$ cat config.mk
export PLATFORM = sky130hd
export DESIGN_NAME = trigger_fire_rate_limiter_unit
export DESIGN_NICKNAME = d
export VERILOG_FILES = /design/src/rtl/core/tfrl_pkg.sv /design/src/rtl/core/tfrl_stamp.sv /design/src/rtl/core/tfrl_judge.sv /design/src/rtl/core/trigger_fire_rate_limiter_unit.sv
export SDC_FILE = /design/constraint.sdc
export NUM_CORES = 1
export LEC_CHECK = 0
export ABC_CLOCK_PERIOD_IN_PS = 7200
export BUFFER_PORTS_ARGS = -buffer_cell sky130_fd_sc_hd__buf_2
export CORE_ASPECT_RATIO = 0.8
export CORE_MARGIN = 2
export CORE_UTILIZATION = 45
export CTS_CLUSTER_DIAMETER = 200
export DETAILED_ROUTE_END_ITERATION = 12
export PLACE_DENSITY = 0.68
export SYNTH_ARGS = -nofsm -noshare
export SYNTH_HDL_FRONTEND = slang
export SYNTH_SLANG_ARGS = --single-unit
$ cat constraint.sdc
create_clock -name clk_i -period 7.2 [get_ports clk_i]
set_clock_uncertainty 0.05 [all_clocks]
set_input_delay 1.08 -clock clk_i [delete_from_list [all_inputs] [get_ports clk_i]]
set_output_delay 1.08 -clock clk_i [all_outputs]
set_load 0.02 [all_outputs]
$ cat src/rtl/core/tfrl_pkg.sv
package tfrl_pkg;

  // field widths
  localparam int unsigned SecW    = 32;
  localparam int unsigned UsecW   = 20;
  localparam int unsigned NowW    = 53;
  localparam int unsigned GapW    = 40;
  localparam int unsigned LimitW  = 8;
  localparam int unsigned WindowW = 16;
  localparam int unsigned CountW  = 9;
  localparam int unsigned VerdictW = 2;
  localparam int unsigned CfgIdxW  = 2;

  // widest register sets the write data width
  localparam int unsigned CfgDataW = GapW;

  localparam logic [UsecW-1:0]   USEC_PER_SEC  = 20'd1000000;
  localparam logic [CountW-1:0]  COUNT_MAX     = 9'd511;
  localparam logic [GapW-1:0]    RST_MIN_GAP   = 40'd100000;
  localparam logic [LimitW-1:0]  RST_LIMIT     = 8'd5;
  localparam logic [WindowW-1:0] RST_WINDOW    = 16'd5;

  // register indexes
  localparam logic [CfgIdxW-1:0] CFG_MIN_GAP = 2'd0;
  localparam logic [CfgIdxW-1:0] CFG_LIMIT   = 2'd1;
  localparam logic [CfgIdxW-1:0] CFG_WINDOW  = 2'd2;

  typedef enum logic [VerdictW-1:0] {
    VERDICT_FIRE       = 2'd0,
    VERDICT_TOO_FAST   = 2'd1,
    VERDICT_FIRST_OVER = 2'd2,
    VERDICT_OVER       = 2'd3
  } verdict_e;

  typedef struct packed {
    logic [GapW-1:0]    min_gap;
    logic [LimitW-1:0]  limit;
    logic [WindowW-1:0] window;
  } tfrl_cfg_t;

endpackage

$ cat src/rtl/core/tfrl_stamp.sv
module tfrl_stamp (
  input  logic [tfrl_pkg::SecW-1:0]  sec_i,
  input  logic [tfrl_pkg::UsecW-1:0] usec_i,
  output logic [tfrl_pkg::NowW-1:0]  now_o
);
  import tfrl_pkg::*;

  logic [SecW+UsecW-1:0] prod;

  // seconds to microseconds, then add the fractional part
  assign prod  = {{UsecW{1'b0}}, sec_i} * {{SecW{1'b0}}, USEC_PER_SEC};
  assign now_o = NowW'(prod) + NowW'(usec_i);

endmodule

$ cat src/rtl/core/tfrl_judge.sv
module tfrl_judge (
  input  logic                      clk_i,
  input  logic                      rst_ni,
  input  tfrl_pkg::tfrl_cfg_t       cfg_i,
  input  logic                      fire_i,
  input  logic [tfrl_pkg::NowW-1:0] now_i,
  input  logic [tfrl_pkg::SecW-1:0] sec_i,
  output tfrl_pkg::verdict_e        verdict_o
);
  import tfrl_pkg::*;

  logic [NowW-1:0]   last_q, last_d;
  logic [SecW-1:0]   win_start_q, win_start_d;
  logic [CountW-1:0] count_q, count_d;

  logic            gap_en;
  logic            limit_en;
  logic [NowW:0]   gap;
  logic            too_fast;
  logic [SecW:0]   elapsed;
  logic            expired;
  logic [SecW-1:0] ws_open;
  logic [CountW-1:0] count_base;
  logic [CountW-1:0] count_inc;
  logic [CountW-1:0] limit_ext;

  assign gap_en   = (cfg_i.min_gap != '0);
  assign limit_en = (cfg_i.limit != '0);

  // signed gap, time going backwards counts as too fast
  assign gap      = {1'b0, now_i} - {1'b0, last_q};
  assign too_fast = gap_en &&
                    ($signed(gap) <= $signed({{(NowW+1-GapW){1'b0}}, cfg_i.min_gap}));

  assign elapsed = {1'b0, sec_i} - {1'b0, win_start_q};
  assign expired = $signed(elapsed) >= $signed({{(SecW+1-WindowW){1'b0}}, cfg_i.window});

  assign limit_ext = {{(CountW-LimitW){1'b0}}, cfg_i.limit};

  always_comb begin
    last_d      = gap_en ? now_i : last_q;
    win_start_d = win_start_q;
    count_d     = count_q;
    ws_open     = win_start_q;
    count_base  = count_q;
    count_inc   = count_q;
    verdict_o   = VERDICT_FIRE;
    if (too_fast) begin
      verdict_o = VERDICT_TOO_FAST;
    end else if (limit_en) begin
      // open the window, or close it once its length has passed
      if (win_start_q == '0) begin
        ws_open = sec_i;
      end else if (expired) begin
        ws_open    = '0;
        count_base = '0;
      end
      count_inc   = (count_base != COUNT_MAX) ? count_base + 1'b1 : count_base;
      count_d     = count_inc;
      win_start_d = ws_open;
      if (count_inc > limit_ext) begin
        if (count_inc == limit_ext + 1'b1) begin
          // first one over restarts the window
          win_start_d = sec_i;
          verdict_o   = VERDICT_FIRST_OVER;
        end else begin
          verdict_o = VERDICT_OVER;
        end
      end
    end
  end

  always_ff @(posedge clk_i or negedge rst_ni) begin
    if (!rst_ni) begin
      last_q      <= '0;
      win_start_q <= '0;
      count_q     <= '0;
    end else if (fire_i) begin
      last_q      <= last_d;
      win_start_q <= win_start_d;
      count_q     <= count_d;
    end
  end

endmodule

$ cat src/rtl/core/trigger_fire_rate_limiter_unit.sv
// an input transfer passes the input capture, timestamp and verdict registers in order to reach the output
// throughput: one attempt per cycle, stalls only when the output is held back
// the only loop is the rate state in the decision stage, updated once per item
// reset (rst_ni low, asynchronous): pipeline empty, history and window cleared,
// registers back to min gap 100000 us, limit 5, window 5 s
module trigger_fire_rate_limiter_unit (
  input  logic                          clk_i,
  input  logic                          rst_ni,
  input  logic                          in_valid_i,
  output logic                          in_stall_o,
  input  logic [tfrl_pkg::SecW-1:0]     stamp_sec_i,
  input  logic [tfrl_pkg::UsecW-1:0]    stamp_usec_i,
  output logic                          out_valid_o,
  input  logic                          out_stall_i,
  output logic [tfrl_pkg::VerdictW-1:0] verdict_o,
  input  logic                          cfg_we_i,
  input  logic [tfrl_pkg::CfgIdxW-1:0]  cfg_idx_i,
  input  logic [tfrl_pkg::CfgDataW-1:0] cfg_data_i
);
  import tfrl_pkg::*;

  // configuration registers
  tfrl_cfg_t cfg_q;

  always_ff @(posedge clk_i or negedge rst_ni) begin
    if (!rst_ni) begin
      cfg_q.min_gap <= RST_MIN_GAP;
      cfg_q.limit   <= RST_LIMIT;
      cfg_q.window  <= RST_WINDOW;
    end else if (cfg_we_i) begin
      unique case (cfg_idx_i)
        CFG_MIN_GAP: cfg_q.min_gap <= cfg_data_i[GapW-1:0];
        CFG_LIMIT:   cfg_q.limit   <= cfg_data_i[LimitW-1:0];
        CFG_WINDOW:  cfg_q.window  <= cfg_data_i[WindowW-1:0];
        default: ;  // unused index, write dropped
      endcase
    end
  end

  // three stages: input capture, timestamp in microseconds, verdict
  logic             s1_valid_q;
  logic [SecW-1:0]  s1_sec_q;
  logic [UsecW-1:0] s1_usec_q;
  logic             s2_valid_q;
  logic [SecW-1:0]  s2_sec_q;
  logic [NowW-1:0]  s2_now_q;
  logic             out_valid_q;
  verdict_e         verdict_q;

  logic             out_ready, s2_ready, s1_ready;
  logic [NowW-1:0]  s1_now;
  verdict_e         verdict_d;
  logic             fire;

  // a stage moves when it is empty or the next one moves
  assign out_ready = !out_valid_q || !out_stall_i;
  assign s2_ready  = !s2_valid_q || out_ready;
  assign s1_ready  = !s1_valid_q || s2_ready;
  assign in_stall_o = !s1_ready;

  // rate state advances exactly when a verdict is written to the output
  assign fire = s2_valid_q && out_ready;

  tfrl_stamp u_stamp (
    .sec_i  (s1_sec_q),
    .usec_i (s1_usec_q),
    .now_o  (s1_now)
  );

  tfrl_judge u_judge (
    .clk_i     (clk_i),
    .rst_ni    (rst_ni),
    .cfg_i     (cfg_q),
    .fire_i    (fire),
    .now_i     (s2_now_q),
    .sec_i     (s2_sec_q),
    .verdict_o (verdict_d)
  );

  always_ff @(posedge clk_i or negedge rst_ni) begin
    if (!rst_ni) begin
      s1_valid_q  <= 1'b0;
      s2_valid_q  <= 1'b0;
      out_valid_q <= 1'b0;
    end else begin
      if (s1_ready)  s1_valid_q  <= in_valid_i;
      if (s2_ready)  s2_valid_q  <= s1_valid_q;
      if (out_ready) out_valid_q <= s2_valid_q;
    end
  end

  // payload registers, no reset needed
  always_ff @(posedge clk_i) begin
    if (in_valid_i && s1_ready) begin
      s1_sec_q  <= stamp_sec_i;
      s1_usec_q <= stamp_usec_i;
    end
    if (s1_valid_q && s2_ready) begin
      s2_sec_q <= s1_sec_q;
      s2_now_q <= s1_now;
    end
    if (fire) begin
      verdict_q <= verdict_d;
    end
  end

  assign out_valid_o = out_valid_q;
  assign verdict_o   = verdict_q;

endmodule

==> run summary <==
Avg Inst Size Synth -> 9.78 um^2
Crit start category -> flip-flop
Failing checks -> negative setup slack
Final nets -> 3483
Die Span X -> 275 um
Placed cell area -> 0.0285 mm^2
Top-area cell type share of the netlist area -> 15.8%
Drt initial violations -> 1973
Least-Margin Pin Slew -> 0.991 ns
Max_cap viols -> 0
Num CTS Buffers -> 35
Met2 Use GR -> 35.5%
CP Data Arrival Time -> 7.64 ns
Boundary Pins -> 103
Largest cells by area after synthesis -> edfxtp_1, ha_1, dfrtp_1
Full die area -> 0.0606 mm^2
Via count -> 21300
Remaining global-route overflow -> 0
Routability cong. -> 0.945
Dpl ws -> -0.508 ns
Outcome -> finished, violations left
Distinct cells, synth -> 97
Syn Std Cell Area -> 0.0264 mm^2
Maximum clock frequency -> 0.138 GHz
Hold-fix buffers at CTS -> 0
FFs w/ async S/R, synth -> 53.7%
Initial antenna violation count -> 2
Max incr delay on CP -> 0.35 ns
EDFF count, synth -> 139
Worst Setup Path Type -> flip-flop to flip-flop
Die H -> 221 um
Grt met1 use -> 33.6%
CP max-delay cell -> edfxtp_1
Slew HR -> 33.9%
P&R area growth vs syn -> 15.2%
# H-tree levels -> 2
Worst-case clock buffer depth -> 3
Final period utilization -> 101%
Dpl hpwl -> 54300 um
Post-Syn Instances -> 2697
Final Max Tran Viols -> 0
Fin area -> 0.0304 mm^2
Inserted Diodes -> 0
FF+latch count, synth -> 300
CTS tree -> built
Vias/cell -> 5.73
CTS Root Cell -> clkbuf_16
Largest net degree at the start of global routing -> 88
DRC -> 0
Grt met3 use -> 4.17%
Util after Layout -> 52.4%
Yosys warns -> 0
Synth Net Count -> 3253
Gr busiest metal -> met2
Share of cells above drive strength 1 -> 17.3%
Std-Cell Core Area -> 0.0580 mm^2
Post-route ant nets -> 0
Gr usage total -> 23.0%
Clk sinks -> 300
Worst EP required -> 7.59 ns
Vias in the first global route -> 20700
Commonest non-fill, non-tap cells in the layout -> inv_1, ha_1, nand2_1, a21oi_1, buf_4
IO buf count -> 102
CP endpoint kind -> flip-flop
Initial Util -> 45.5%
Row count -> 79
Clock slew at reported path FFs -> 0.06 ns
First-pass DRT Iterations -> 6
Skew-Pair Late Insertion Delay -> 0.56 ns
Most used DFF post-synth -> dfrtp_1
Area leader, netlist -> edfxtp_1
Fin crit period -> 7.26 ns
Worst Setup Slack, final -> -0.0556 ns
Seq/Total Area, Yosys -> 31.1%
Commonest non-fill, non-tap cell in the layout -> inv_1
Setup violations, final -> 22
First-pass GRT wire length -> 111000 um
CP Max Fanout -> 8
Routed wire length -> 69500 um
RSZ-0062 raised after global routing -> yes
Final Hold Vio Count -> 0
Post-DR wirelength/cell -> 18.7 um
HP Class -> flip-flop to flip-flop
path summary, 6_finish.rpt:
check / from / to / slack [ns] / cells after the start
setup reg to reg: s2_sec_q[0]$_DFFE_PP_ / u_judge.win_start_q[1]$_DFFE_PN0P_ / -0.06 / 45
setup / recovery: s2_sec_q[0]$_DFFE_PP_ / u_judge.win_start_q[1]$_DFFE_PN0P_ / -0.06 / 45
hold reg to reg: s1_usec_q[0]$_DFFE_PP_ / s2_now_q[0]$_DFFE_PP_ / 0.37 / 0
max in group asynchronous: rst_ni / u_judge.win_start_q[26]$_DFFE_PN0P_ / 5.01 / 2
hold / removal: s1_usec_q[0]$_DFFE_PP_ / s2_now_q[0]$_DFFE_PP_ / 0.37 / 0
min in group asynchronous: rst_ni / u_judge.last_q[2]$_DFFE_PN0P_ / 0.53 / 1
per-stage QoR:
stage,cells,TNS (ns),hold slack (ns)
CTS,3703,0,0.371
detailed placement,3626,-16.43,0.358
floorplan,2697,0,0.350
global route,3723,-14.46,0.393
finish,3723,-0.396,0.374
global placement,3626,-7.07,0.357
layer usage:
metal,routed length [um],part of all wire [%]
met5,13,0.019
met3,4730,6.8
met1,32600,47
met2,30900,44
met4,1260,1.8
worst max-delay path: cells and delay by family (launching register included):
family,cells,cell delay (ns)
buffers and inverters,4,0.48
adders and majority gates,5,1.34
DFF,1,0.35
muxes,1,0.14
AOI/OAI and AO/OA,20,2.81
xor gates and xnor gates,1,0.19
and+or+nand+nor,14,1.79
cell families (layout without fill, tap and decap cells):
logic type                 Yosys count  count (layout)  share of synthesized area, %
buffers and inverters              412             666                          6.26
xor gates and xnor gates           149             149                          4.95
muxes                               85              85                          3.61
adders and majority gates          457             457                          25.6
and+or+nand+nor                    628             628                          11.7
DFF                                300             300                          31.1
AOI/OAI and AO/OA                  666             669                          16.7
synth_stat cells (all sizes together) (7+ instances only):
cell and number:
inv 331, ha 319, nand2 203, a21oi 187
o21ai 152, dfrtp 151, edfxtp 139, fa 138
nor2 125, xnor2 104, mux2 82, a21o 79
clkbuf 60, nand3 49, nand4 46, xor2 45
nor3 35, a22o 32, nor4 28, a211oi 26
o21a 25, o21bai 25, and3 24, nor2b 24
nand2b 23, buf 21, o211ai 18, a31oi 17
and2 15, dfstp 10, nor3b 9, o31ai 9
or2 9, a41oi 8, and4 8, o22ai 8
a2111oi 7
registers in the layout, summed over array words and instances, names as in the netlist:
signal and cells:
s1_usec_q 20, s1_sec_q 32, cfg_q 64, verdict_o 2, s2_valid_q 1, s2_now_q 53, s1_valid_q 1, out_valid_o 1
u_judge.win_start_q 32, s2_sec_q 32, u_judge.count_q 9, u_judge.last_q 53
area by class of cell:
cell class | count | area [um^2]
fill | 5122 | 27600
multi-input combinational | 1988 | 16900
inverter | 331 | 1240
timing repair buffer | 271 | 1880
clock buffer | 48 | 1010
sequential | 300 | 8220
tap | 769 | 962
clock inverter | 16 | 214
timing repair:
action                                  in CTS  in global routing
pin swaps                                   28                 54
buffers inserted                            10                 19
resized for setup                           36                 47
endpoints found under the setup margin      41                 60
hold endpoints to repair                     0                  0
cloned                                       4                  2
Power is not shown: default switching activity piles up to over one toggle a cycle in this logic, so the estimate is an artifact.
